===== src/hdl/sha1uuid_pkg.sv =====
package sha1uuid_pkg;

  // Byte source for one absorb step
  typedef enum logic [2:0] {
    BYTE_IN,
    BYTE_HELD,
    BYTE_PREFIX,
    BYTE_PAD80,
    BYTE_ZERO,
    BYTE_LEN
  } byte_sel_e;

  // Commands from the controller to the datapath
  typedef struct packed {
    logic      load_item;
    logic      absorb;
    byte_sel_e sel;
    logic      counted;
    logic [3:0] pre_idx;
    logic      comp_init;
    logic      round;
    logic [6:0] rnd_idx;
    logic      comp_fin;
    logic      clear;
    logic      uuid;
    logic [2:0] word_idx;
  } cmd_t;

  localparam logic [31:0] INIT_WORDS [5] = '{
    32'h67452301, 32'hEFCDAB89, 32'h98BADCFE, 32'h10325476, 32'hC3D2E1F0
  };

  localparam logic [7:0] NS_PREFIX [16] = '{
    8'h6b, 8'h2e, 8'h8a, 8'h14, 8'h9d, 8'h37, 8'h4c, 8'h55,
    8'hb1, 8'h0e, 8'ha2, 8'h7f, 8'h3d, 8'hc9, 8'h18, 8'h40
  };

  localparam logic [31:0] K_G0 = 32'h5A827999;
  localparam logic [31:0] K_G1 = 32'h6ED9EBA1;
  localparam logic [31:0] K_G2 = 32'h8F1BBCDC;
  localparam logic [31:0] K_G3 = 32'hCA62C1D6;

  localparam logic [6:0] FILL_LAST    = 7'd63;
  localparam logic [6:0] FILL_PAD_END = 7'd56;
  localparam logic [6:0] ROUND_G1     = 7'd20;
  localparam logic [6:0] ROUND_G2     = 7'd40;
  localparam logic [6:0] ROUND_G3     = 7'd60;
  localparam logic [6:0] ROUND_LAST   = 7'd79;
  localparam logic [3:0] PREFIX_LAST  = 4'd15;
  localparam logic [2:0] WORD_LAST_UUID = 3'd3;
  localparam logic [2:0] WORD_LAST_SHA  = 3'd4;

  localparam logic [7:0] PAD_BYTE = 8'h80;
  localparam logic [3:0] UUID_VERSION = 4'h5;
  localparam logic [1:0] UUID_VARIANT = 2'b10;

endpackage


===== src/hdl/sha1uuid_ctrl.sv =====
module sha1uuid_ctrl
  import sha1uuid_pkg::*;
(
  input  logic       clk_i,
  input  logic       rst_ni,
  input  logic       s_valid_i,
  output logic       s_ready_o,
  input  logic       s_byte_valid_i,
  input  logic       s_end_i,
  output logic       m_valid_o,
  input  logic       m_ready_i,
  output logic       m_last_o,
  input  logic       cfg_valid_i,
  input  logic       cfg_data_i,
  output logic       cfg_ready_o,
  input  logic [6:0] fill_i,
  output cmd_t       cmd_o
);

  localparam logic [3:0] S_IDLE   = 4'd0;
  localparam logic [3:0] S_PREFIX = 4'd1;
  localparam logic [3:0] S_DATA   = 4'd2;
  localparam logic [3:0] S_PAD    = 4'd3;
  localparam logic [3:0] S_ZERO   = 4'd4;
  localparam logic [3:0] S_LEN    = 4'd5;
  localparam logic [3:0] S_ROUND  = 4'd6;
  localparam logic [3:0] S_CFIN   = 4'd7;
  localparam logic [3:0] S_OUT    = 4'd8;

  logic [3:0] state_q, state_d;
  logic [3:0] ret_q, ret_d;
  logic       start_q, start_d;
  logic       valid_q, valid_d;
  logic       end_q, end_d;
  logic [3:0] pre_q, pre_d;
  logic [6:0] rnd_q, rnd_d;
  logic [2:0] word_q, word_d;
  logic       mode_q;
  logic       take;
  logic [3:0] after;
  logic       last;

  assign cfg_ready_o = 1'b1;
  assign s_ready_o   = (state_q == S_IDLE);
  assign m_valid_o   = (state_q == S_OUT);
  assign last        = (word_q == (mode_q ? WORD_LAST_UUID : WORD_LAST_SHA));
  assign m_last_o    = last;

  always_comb begin
    state_d = state_q;
    ret_d   = ret_q;
    start_d = start_q;
    valid_d = valid_q;
    end_d   = end_q;
    pre_d   = pre_q;
    rnd_d   = rnd_q;
    word_d  = word_q;
    take    = 1'b0;
    after   = state_q;
    cmd_o          = '0;
    cmd_o.sel      = BYTE_ZERO;
    cmd_o.uuid     = mode_q;
    cmd_o.pre_idx  = pre_q;
    cmd_o.rnd_idx  = rnd_q;
    cmd_o.word_idx = word_q;

    case (state_q)
      S_IDLE: begin
        if (s_valid_i) begin
          start_d         = 1'b0;
          valid_d         = s_byte_valid_i;
          end_d           = s_end_i;
          cmd_o.load_item = 1'b1;
          if (start_q && mode_q) begin
            pre_d   = '0;
            state_d = S_PREFIX;
          end else begin
            after = s_end_i ? S_PAD : S_IDLE;
            if (s_byte_valid_i) begin
              take          = 1'b1;
              cmd_o.sel     = BYTE_IN;
              cmd_o.counted = 1'b1;
            end else begin
              state_d = after;
            end
          end
        end
      end
      S_PREFIX: begin
        take          = 1'b1;
        cmd_o.sel     = BYTE_PREFIX;
        cmd_o.counted = 1'b1;
        pre_d         = pre_q + 4'd1;
        if (pre_q == PREFIX_LAST) begin
          after = valid_q ? S_DATA : (end_q ? S_PAD : S_IDLE);
        end else begin
          after = S_PREFIX;
        end
      end
      S_DATA: begin
        take          = 1'b1;
        cmd_o.sel     = BYTE_HELD;
        cmd_o.counted = 1'b1;
        after         = end_q ? S_PAD : S_IDLE;
      end
      S_PAD: begin
        take      = 1'b1;
        cmd_o.sel = BYTE_PAD80;
        after     = S_ZERO;
      end
      S_ZERO: begin
        if (fill_i == FILL_PAD_END) begin
          state_d = S_LEN;
        end else begin
          take      = 1'b1;
          cmd_o.sel = BYTE_ZERO;
          after     = S_ZERO;
        end
      end
      S_LEN: begin
        take      = 1'b1;
        cmd_o.sel = BYTE_LEN;
        after     = (fill_i == FILL_LAST) ? S_OUT : S_LEN;
      end
      S_ROUND: begin
        cmd_o.round = 1'b1;
        rnd_d       = rnd_q + 7'd1;
        if (rnd_q == ROUND_LAST) begin
          state_d = S_CFIN;
        end
      end
      S_CFIN: begin
        cmd_o.comp_fin = 1'b1;
        state_d        = ret_q;
      end
      S_OUT: begin
        if (m_ready_i) begin
          if (last) begin
            cmd_o.clear = 1'b1;
            start_d     = 1'b1;
            word_d      = '0;
            state_d     = S_IDLE;
          end else begin
            word_d = word_q + 3'd1;
          end
        end
      end
      default: begin
        state_d = S_IDLE;
      end
    endcase

    // A byte that fills the block starts compression right away
    cmd_o.absorb = take;
    if (take) begin
      if (fill_i == FILL_LAST) begin
        cmd_o.comp_init = 1'b1;
        rnd_d           = '0;
        ret_d           = after;
        state_d         = S_ROUND;
      end else begin
        state_d = after;
      end
    end
  end

  always_ff @(posedge clk_i or negedge rst_ni) begin
    if (!rst_ni) begin
      state_q <= S_IDLE;
      ret_q   <= S_IDLE;
      start_q <= 1'b1;
      valid_q <= 1'b0;
      end_q   <= 1'b0;
      pre_q   <= '0;
      rnd_q   <= '0;
      word_q  <= '0;
      mode_q  <= 1'b1;
    end else begin
      state_q <= state_d;
      ret_q   <= ret_d;
      start_q <= start_d;
      valid_q <= valid_d;
      end_q   <= end_d;
      pre_q   <= pre_d;
      rnd_q   <= rnd_d;
      word_q  <= word_d;
      if (cfg_valid_i) begin
        mode_q <= cfg_data_i;
      end
    end
  end

endmodule


===== src/hdl/sha1uuid_dp.sv =====
module sha1uuid_dp
  import sha1uuid_pkg::*;
(
  input  logic        clk_i,
  input  logic        rst_ni,
  input  cmd_t        cmd_i,
  input  logic [7:0]  data_i,
  output logic [6:0]  fill_o,
  output logic [31:0] word_o
);

  logic [511:0] buf_q;
  logic [7:0]   held_q;
  logic [6:0]   fill_q;
  logic [60:0]  msg_q;
  logic [31:0]  chain_q [5];
  logic [31:0]  a_q, b_q, c_q, d_q, e_q;

  logic [7:0]  byte_val;
  logic [63:0] bit_len;
  logic [2:0]  len_idx;
  logic [31:0] w_cur, w_mix, w_new;
  logic [31:0] f_val, k_val, t_val;
  logic [31:0] chain_sel;

  assign fill_o  = fill_q;
  assign bit_len = {msg_q, 3'b000};
  assign len_idx = ~fill_q[2:0];

  always_comb begin
    case (cmd_i.sel)
      BYTE_IN:     byte_val = data_i;
      BYTE_HELD:   byte_val = held_q;
      BYTE_PREFIX: byte_val = NS_PREFIX[cmd_i.pre_idx];
      BYTE_PAD80:  byte_val = PAD_BYTE;
      BYTE_LEN:    byte_val = bit_len[{len_idx, 3'b000} +: 8];
      default:     byte_val = 8'h00;
    endcase
  end

  // Schedule taps: slot j of the window sits at bits [511-32j -: 32]
  assign w_cur = buf_q[511:480];
  assign w_mix = buf_q[95:64] ^ buf_q[255:224] ^ buf_q[447:416] ^ w_cur;
  assign w_new = {w_mix[30:0], w_mix[31]};

  always_comb begin
    if (cmd_i.rnd_idx < ROUND_G1) begin
      f_val = (b_q & c_q) | (~b_q & d_q);
      k_val = K_G0;
    end else if (cmd_i.rnd_idx < ROUND_G2) begin
      f_val = b_q ^ c_q ^ d_q;
      k_val = K_G1;
    end else if (cmd_i.rnd_idx < ROUND_G3) begin
      f_val = (b_q & c_q) | (b_q & d_q) | (c_q & d_q);
      k_val = K_G2;
    end else begin
      f_val = b_q ^ c_q ^ d_q;
      k_val = K_G3;
    end
  end

  assign t_val = {a_q[26:0], a_q[31:27]} + f_val + e_q + k_val + w_cur;

  always_comb begin
    case (cmd_i.word_idx)
      3'd0:    chain_sel = chain_q[0];
      3'd1:    chain_sel = chain_q[1];
      3'd2:    chain_sel = chain_q[2];
      3'd3:    chain_sel = chain_q[3];
      3'd4:    chain_sel = chain_q[4];
      default: chain_sel = chain_q[0];
    endcase
    word_o = chain_sel;
    if (cmd_i.uuid && cmd_i.word_idx == 3'd1) begin
      word_o = {chain_sel[31:16], UUID_VERSION, chain_sel[11:0]};
    end
    if (cmd_i.uuid && cmd_i.word_idx == 3'd2) begin
      word_o = {UUID_VARIANT, chain_sel[29:0]};
    end
  end

  always_ff @(posedge clk_i) begin
    if (cmd_i.load_item) begin
      held_q <= data_i;
    end
    if (cmd_i.absorb) begin
      buf_q <= {buf_q[503:0], byte_val};
    end else if (cmd_i.round) begin
      buf_q <= {buf_q[479:0], w_new};
    end
    if (cmd_i.comp_init) begin
      a_q <= chain_q[0];
      b_q <= chain_q[1];
      c_q <= chain_q[2];
      d_q <= chain_q[3];
      e_q <= chain_q[4];
    end else if (cmd_i.round) begin
      a_q <= t_val;
      b_q <= a_q;
      c_q <= {b_q[1:0], b_q[31:2]};
      d_q <= c_q;
      e_q <= d_q;
    end
  end

  always_ff @(posedge clk_i or negedge rst_ni) begin
    if (!rst_ni) begin
      fill_q <= '0;
      msg_q  <= '0;
      for (int i = 0; i < 5; i++) begin
        chain_q[i] <= INIT_WORDS[i];
      end
    end else begin
      if (cmd_i.clear) begin
        fill_q <= '0;
        msg_q  <= '0;
        for (int i = 0; i < 5; i++) begin
          chain_q[i] <= INIT_WORDS[i];
        end
      end else begin
        if (cmd_i.comp_fin) begin
          fill_q     <= '0;
          chain_q[0] <= chain_q[0] + a_q;
          chain_q[1] <= chain_q[1] + b_q;
          chain_q[2] <= chain_q[2] + c_q;
          chain_q[3] <= chain_q[3] + d_q;
          chain_q[4] <= chain_q[4] + e_q;
        end else if (cmd_i.absorb) begin
          fill_q <= fill_q + 7'd1;
        end
        if (cmd_i.absorb && cmd_i.counted) begin
          msg_q <= msg_q + 61'd1;
        end
      end
    end
  end

endmodule


===== src/hdl/sha1_name_based_uuid.sv =====
// Channel  Direction  Handshake                     Payload
// s_axis   in         s_axis_tvalid/s_axis_tready   tdata message byte, tuser byte valid,
//                                                   tlast end of message
// m_axis   out        m_axis_tvalid/m_axis_tready   tdata digest word and index, tlast last
// cfg      in         cfg_valid_i/cfg_ready_o       cfg_data_i uuid mode (reset 1)
//
// An item carrying a byte is absorbed into the block buffer; each full 64-byte
// block is compressed in 80 rounds on the single round unit plus the chain update.
// In mode 1 the first item of a message is preceded by the 16-byte namespace
// prefix, then its held byte, if any, is absorbed. At end of message, the pad byte,
// zero bytes and the 64-bit bit length are absorbed, then 4 or 5 output transfers follow.
// Reset is asynchronous; no clearing pass is needed. Input is held off
// while the block is busy or while a result waits for the sink.
module sha1_name_based_uuid
  import sha1uuid_pkg::*;
(
  input  logic        clk_i,
  input  logic        rst_ni,
  // Message input
  input  logic        s_axis_tvalid,
  output logic        s_axis_tready,
  input  logic [7:0]  s_axis_tdata,   // [7:0] data_byte
  input  logic        s_axis_tuser,   // [0] byte_valid
  input  logic        s_axis_tlast,   // end_of_message
  // Digest output
  output logic        m_axis_tvalid,
  input  logic        m_axis_tready,
  output logic [39:0] m_axis_tdata,   // [31:0] digest_word, [34:32] word_index, rest zero
  output logic        m_axis_tlast,   // last_word
  // Mode register write
  input  logic        cfg_valid_i,
  output logic        cfg_ready_o,
  input  logic        cfg_data_i      // uuid_mode
);

  cmd_t        cmd;
  logic [6:0]  fill;
  logic [31:0] word;

  // Sequence absorb, padding, compression and output steps
  sha1uuid_ctrl u_ctrl (
    .clk_i          (clk_i),
    .rst_ni         (rst_ni),
    .s_valid_i      (s_axis_tvalid),
    .s_ready_o      (s_axis_tready),
    .s_byte_valid_i (s_axis_tuser),
    .s_end_i        (s_axis_tlast),
    .m_valid_o      (m_axis_tvalid),
    .m_ready_i      (m_axis_tready),
    .m_last_o       (m_axis_tlast),
    .cfg_valid_i    (cfg_valid_i),
    .cfg_data_i     (cfg_data_i),
    .cfg_ready_o    (cfg_ready_o),
    .fill_i         (fill),
    .cmd_o          (cmd)
  );

  // Block buffer, message schedule, round unit and chaining words
  sha1uuid_dp u_dp (
    .clk_i  (clk_i),
    .rst_ni (rst_ni),
    .cmd_i  (cmd),
    .data_i (s_axis_tdata),
    .fill_o (fill),
    .word_o (word)
  );

  // Hold the word steady while the sink stalls: chain and index do not move
  assign m_axis_tdata = {5'b00000, cmd.word_idx, word};

endmodule

===== config.mk =====
export PLATFORM = sky130hd
export DESIGN_NAME = sha1_name_based_uuid
export DESIGN_NICKNAME = d
export VERILOG_FILES = /design/src/hdl/sha1uuid_pkg.sv /design/src/hdl/sha1uuid_ctrl.sv /design/src/hdl/sha1uuid_dp.sv /design/src/hdl/sha1_name_based_uuid.sv
export SDC_FILE = /design/constraint.sdc
export NUM_CORES = 2
export LEC_CHECK = 0
export ABC_AREA = 0
export BUFFER_PORTS_ARGS = -buffer_cell sky130_fd_sc_hd__buf_4
export CORE_MARGIN = 3
export CORE_UTILIZATION = 55
export CTS_CLUSTER_SIZE = 40
export DETAILED_ROUTE_END_ITERATION = 6
export PLACE_DENSITY_LB_ADDON = 0.15
export SETUP_SLACK_MARGIN = 0.2
export SKIP_CTS_REPAIR_TIMING = 1
export SLEW_MARGIN = 20
export SYNTH_ARGS = -nofsm -noshare
export SYNTH_HDL_FRONTEND = slang
export SYNTH_SLANG_ARGS = --single-unit
export TNS_END_PERCENT = 1

===== constraint.sdc =====
create_clock -name clk_i -period 54.6 [get_ports clk_i]
set_clock_uncertainty 0.15 [all_clocks]
set_input_delay 2.73 -clock clk_i [delete_from_list [all_inputs] [get_ports clk_i]]
set_output_delay 2.73 -clock clk_i [all_outputs]
set_load 0.05 [all_outputs]

# [After elaboration in Yosys (flattened, before gate mapping)]
# Memories as Yosys holds them, arrays and structs flattened.
# Cells that the tools add are included.
# Widths: inputs -> output; s select.
[totals] mem_count=1 out_inout_bits=44 latchBits=0 romBits=128 input_bits=16 wordCells=192 reg_bits=934 ramBits=0
[classes] n_eq_ne=32 n_reduce_logical=21 n_lt_le_gt_ge=4 mul=0 mux=81 n_shift=1 add_sub_neg=14 div=0 n_bitwise=15
[mem_list] name="(no name shown)" depth=16 word_bits=8 rd=1 rd_clocked_by_memory_dff=0 wr=0 line="sha1uuid_dp.sv:34" rtl="BYTE_PREFIX: byte_val = NS_PREFIX[cmd_i.pre_idx];"
[ops] cell="$mux 512" count=2
[ops] cell="$mux 32" count=16
[ops] cell="$mux 160" count=2
[ops] cell="$add 32x32->32" count=9
[ops] cell="$xor 32x32->32" count=5
[ops] cell="$and 32x32->32" count=4
[ops] cell="$pmux 32 s4" count=1
[ops] cell="$mux 61" count=2
[ops] cell="$or 32x32->32" count=3
[ops] cell="$mux 4" count=20
[ops] cell="$shiftx 64x7->8" count=1
[ops] cell="$add 61x1->61 const B" count=1
[ops] cell="$pmux 4 s6" count=2
[ops] cell="$mux 7" count=6
[ops] cell="$pmux 8 s5" count=1
[ops] cell="$not 32->32" count=1
[ops] cell="$mux 31" count=1
[ops] cell="$eq 4x3->1 const B" count=4
[ops] cell="$mux 1" count=16
[ops] cell="$mux 16" count=1
[ops] cell="$mux 8" count=2
[ops] cell="$pmux 3 s5" count=1
[ops] cell="$add 7x1->7 const B" count=2
[ops] cell="$eq 7x6->1 const B" count=2
[ops] cell="other kinds (36)" count=63

# [Depth between registers and ports, before layout]
[logic_depth] ltp_word=12 depth_mapped=26 mapped_depth_nobuf=25

# [By module]
# A second synthesis with hierarchy kept.
[hier_totals] cells_unflattened=4573 area_unflattened_um2=54608.6
[modules_own_cells] module="sha1uuid_dp" instances=1 seq_area_each_um2=26225.2 cells_each=4398 area_per_inst_um2=52969.6
[modules_own_cells] module="sha1uuid_ctrl" instances=1 seq_area_each_um2=653.1 cells_each=169 area_per_inst_um2=1597.8
[modules_own_cells] module="sha1_name_based_uuid" instances=1 seq_area_each_um2=0.0 cells_each=6 area_per_inst_um2=41.3

# [Worst setup path after synthesis]
# OpenSTA, ideal clock, no wires.
[synth_path] path_type="reg2reg" start="register u_ctrl.state_q[2]" end="register u_dp.buf_q[0] (enable)" path_stages_with_launch=4 t_arrival_ns=36.480 setup_time_ns=2.100 required_time_ns=52.350 n_path_buf=1 setup_slack_ns=15.870 period_less_slack_ns=38.730 path_cell_list="dfrtp_1 > clkbuf_1 > nand2b_1 > o21ai_0"
[synth_between] elab_chain_cells=4 elab_cells_between_ends=11 classes_between="eq/ne (6); mux (2); reduce/logical (3)"
[synth_lines] element="from (decl)" line="sha1uuid_ctrl.sv:30" rtl="logic [3:0] state_q, state_d;"
[synth_lines] element="from (signal assigned)" line="sha1uuid_ctrl.sv:179" rtl="state_q <= state_d;"
[synth_lines] element="$eq 4x1->1 (tied with other cells)" line="sha1uuid_ctrl.sv:67" rtl="case (state_q)"
[synth_lines] element="$reduce_or 4->1 (no line)"
[synth_lines] element="$pmux 1 s3" line="sha1uuid_ctrl.sv:67"
[synth_lines] element="$reduce_bool 2->1 (no line) (*)"
[synth_lines] element="to (signal assigned)" line="sha1uuid_dp.sv:87" rtl="buf_q <= {buf_q[503:0], byte_val};"
[synth_lines] element="to (signal assigned)" line="sha1uuid_dp.sv:89" rtl="buf_q <= {buf_q[479:0], w_new};"
[synth_lines] element="to (decl)" line="sha1uuid_dp.sv:12" rtl="logic [511:0] buf_q;"
# Every way passes the cells marked *; elsewhere a longest branch is shown, timed or not.
# A chain may end at the register's enable or synchronous reset.

# [Worst setup path after layout]
[layout_path] start="register u_ctrl.rnd_q[5]" end="register u_dp.a_q[30] (data pin)"
[layout_between] elab_chain_cells=10 elab_cells_between_ends=15 classes_between="add/sub (4); order compare (3); mux (8)"
[layout_lines] element="from (decl)" line="sha1uuid_ctrl.sv:36" rtl="logic [6:0] rnd_q, rnd_d;"
[layout_lines] element="from (signal assigned)" line="sha1uuid_ctrl.sv:185" rtl="rnd_q <= rnd_d;"
[layout_lines] element="$lt 7x6->1" line="sha1uuid_dp.sv:53" rtl="end else if (cmd_i.rnd_idx < ROUND_G3) begin"
[layout_lines] element="$mux 32" line="sha1uuid_dp.sv:53"
[layout_lines] element="$mux 32" line="sha1uuid_dp.sv:50" rtl="end else if (cmd_i.rnd_idx < ROUND_G2) begin"
[layout_lines] element="$mux 32" line="sha1uuid_dp.sv:47" rtl="if (cmd_i.rnd_idx < ROUND_G1) begin"
[layout_lines] element="$add 32x32->32 (2 in a row)" line="sha1uuid_dp.sv:62" rtl="assign t_val = {a_q[26:0], a_q[31:27]} + f_val + e_q + k_val + w_cur;"
[layout_lines] element="$add 32x32->32 (*) (2 in a row)" line="sha1uuid_dp.sv:62"
[layout_lines] element="$mux 32 (*)" line="sha1uuid_dp.sv:97" rtl="end else if (cmd_i.round) begin"
[layout_lines] element="$mux 32 (*)" line="sha1uuid_dp.sv:91" rtl="if (cmd_i.comp_init) begin"
[layout_lines] element="to (signal assigned)" line="sha1uuid_dp.sv:92" rtl="a_q <= chain_q[0];"
[layout_lines] element="to (signal assigned)" line="sha1uuid_dp.sv:98" rtl="a_q <= t_val;"
[layout_lines] element="to (decl)" line="sha1uuid_dp.sv:17" rtl="logic [31:0] a_q, b_q, c_q, d_q, e_q;"
# Every way passes the cells marked *; elsewhere a longest branch is shown, timed or not. The select of a mux whose other input is x is not followed.

==> results.tsv <==
stage	metric	value	unit
placement	count of buffers from port buffering	53	
critical_path	crit path DAT	7.40	ns
sta	unrepaired setup endpoints after global routing	false	
clock_network	Num CTS Buffers	103	
critical_path	CP endpoint kind	register	
status	status	complete, but fails checks	
floorplan	core area	98710	sq um
flow_run	maximum capacitance violations	0	
global_route	largest net degree at the start of global routing	245	
sta	fin crit period	7.136	ns
route	DR iter-0 viols	4347	
route	WL/cell	21.04	microns
global_route	vias in the first global route	40473	
cells_and_area	Antenna diodes	0	
route	Antenna Nets Post-Route	0	
route	DRC viols	1	
floorplan	Initial Utilization	55.63	%
cells_and_area	commonest cells after routing, fill and taps aside	1996 x nand2_1, 680 x edfxtp_1, 281 x nor2_1	
cells_and_area	Layout area overhead	8.426	%
floorplan	I/O Pins	60	
cells_and_area	ratio of cells with drive above 1 in the final layout	6.688	%
synth	Post-synth EDFFs	680	
sta	Final Cycle Share	13.07	%
synth	post-synthesis sequential area ratio	48.95	%
route	WL final	150.1	mm
floorplan	Site Rows	115	
clock_network	worst skew pair latency	0.71	ns
synth	Post-synth top flop	edfxtp_1	
sta	Fin. Hold Viols	0	
sta	Setup Viol. Count Final	0	
floorplan	Die Height	322.0	microns
placement	dpl hpwl	102.8	mm
sta	Worst-Margin Slew	1.152	ns
clock_network	TritonCTS clock tree	done	
sta	setup_tns	0	ns
critical_path	Crit Path Category	reg2reg	
placement	routability cong.	0.9623	
route	via count	42193	
synth	synthesis-stage register bit count	934	
sta	Pins Over Slew Limit	0	
cells_and_area	final net count	6132	
worst_hold_path	worst min path class	reg2reg	
sta	Worst slew margin	23.21	%
synth	FFs w/ async S/R, synth	27.19	%
cells_and_area	most common cell after layout, fill and taps aside	nand2_1	
clock_network	H-tree levels	3	
clock_network	CTS root buffer	clkbuf_16	
critical_path	Worst Path Max Fanout	35	
clock_network	clk buf depth	3	
floorplan	chip width	322.0	microns
sta	f_max	140.1	MHz
synth	Ys Warns	0	
global_route	gr ovfl total	0	
route	Via density	5.915	
synth	cell area after synthesis	54910	sq um
floorplan	die area	103700	sq um
synth	Synth top area share	37.19	%
critical_path	startpoint types	register	
synth	top post-synthesis cells by area	edfxtp_1 37%, nand2_1 14%, dfrtp_1 7.8%	
synth	Syn Area/Cell	9.419	sq um
global_route	first-pass GRT wire length	233.6	mm
route	first-pass iteration count of the detailed router	7	
clock_network	Sink Count	934	
critical_path	Worst EP required	54.86	ns
clock_network	CTS clk-pin slew, worst paths	0.06	ns
cells_and_area	FILL cells	8305	
global_route	Total Routing Usage GR	28.90	%
status	violated checks	DRC	
global_route	initial antenna violation count	1	
synth	leading area contributor after synthesis	edfxtp_1	
synth	Mapped Cells	5830	
synth	Synth cell types	98	
[worst paths after layout]
| path | slack [ns] | from | cells past startpoint | endpoint |
|---|---|---|---|---|
| min | 0.34 | u_ctrl.ret_q[3] | 1 | u_ctrl.state_q[3] |
| max | 47.46 | u_ctrl.rnd_q[5] | 25 | u_dp.a_q[30] |
| min reg2reg | 0.34 | u_ctrl.ret_q[3] | 1 | u_ctrl.state_q[3] |
| min in group asynchronous | 1.88 | rst_ni | 1 | u_dp.chain_q[97] |
| max reg2reg | 47.46 | u_ctrl.rnd_q[5] | 25 | u_dp.a_q[30] |
| max in group asynchronous | 51.02 | rst_ni | 2 | u_dp.chain_q[149] |
[layer usage]
metal / wire [microns] / up-vias / GRT usage, %
li1: - / 19835 / -
met4: 7336 / 2 / 12.61
met1: 63040 / 20466 / 39.96
met2: 68570 / 1587 / 45.41
met5: 13 / - / 0
met3: 11150 / 303 / 4.637
[flip-flops by register name, summed over array words and instances (netlist names), 3 cells and up]
| register | cells |
|---|---|
| u_dp.b_q | 32 |
| u_dp.a_q | 32 |
| u_ctrl.ret_q | 4 |
| u_ctrl.pre_q | 4 |
| u_dp.held_q | 8 |
| u_dp.d_q | 32 |
| u_dp.fill_o | 7 |
| u_dp.buf_q | 512 |
| u_ctrl.rnd_q | 7 |
| u_dp.chain_q | 160 |
| u_dp.msg_q | 61 |
| u_dp.c_q | 32 |
| u_dp.e_q | 32 |
| u_ctrl.word_q | 3 |
| u_ctrl.state_q | 4 |
[cells by family after synthesis]
group	Yosys count	synth area share (%)
other	2	0.01368
multiplexers	40	1.032
XOR/XNOR	289	4.610
AO/OA/AOI/OAI	1007	11.72
buffers and inverters	510	3.773
flip-flops	934	48.95
adder cells (fa/ha/maj)	357	9.830
AND/OR/NAND/NOR	2691	20.07
[cell usage after synthesis (29+ instances only)]
cell type  instances
clkbuf_1         163
and3_1            29
a21oi_1          237
edfxtp_1         680
o31ai_1           39
nor3_1            62
fa_1             124
a31oi_1           53
ha_1             233
dfstp_2           82
o21a_1            42
buf_2             81
a22oi_1           61
nand2_1         1997
nand2b_1          32
dfrtp_1          172
or3_1             34
nor2b_1           40
nand4_1           29
nor2_1           285
inv_1            235
xnor2_1          189
nand3_1          108
a21o_1            91
a211oi_1          30
xor2_1           100
o21ai_0          278
[stage by stage]
step           cells  cell area, sq um  hold WS (ns)  setup slack, ns  utilization, %
3_3_place_gp    6941             56220        0.3134            47.26           56.96
6_report        7133             59540        0.3352            47.46           60.32
5_1_grt         7133             59540        0.3516            46.99           60.32
3_5_place_dp    6941             56220        0.3334            47.20           56.96
2_1_floorplan   5834             54930        0.3002            15.87               -
4_1_cts         7133             59540        0.3298            47.53           60.32
[final cells by class]
type	count	area, sq um	area share (%)
flip-flops and latches	934	26880	45.15
clock buffers	138	2809	4.718
inverters	236	885.9	1.488
multi-input cells	4390	26070	43.79
well taps	1287	1610	2.705
repair buffers	94	775.7	1.303
clock inverters	54	506.7	0.8511
[worst max-delay path: stages, from the launching register on]
cell and delay [ns]:
dfrtp_1 0.45, nand2_1 0.11, o21a_1 0.25, and2_1 0.24
clkinv_1 0.09, buf_4 0.33, nand2_1 0.12, buf_4 0.49
o221ai_1 0.26, fa_1 0.53, inv_1 0.06, fa_1 0.50
inv_1 0.06, fa_1 0.49, inv_1 0.04, ha_1 0.32
o21ai_0 0.13, o21a_1 0.20, nor3_1 0.43, a21boi_1 0.30
o31ai_1 0.55, a21o_1 0.25, a2111oi_0 0.12, o21bai_1 0.17
xnor2_1 0.13, o21ai_0 0.08
Power is not shown: default switching activity piles up to over one toggle a cycle in this logic, so the estimate is an artifact.
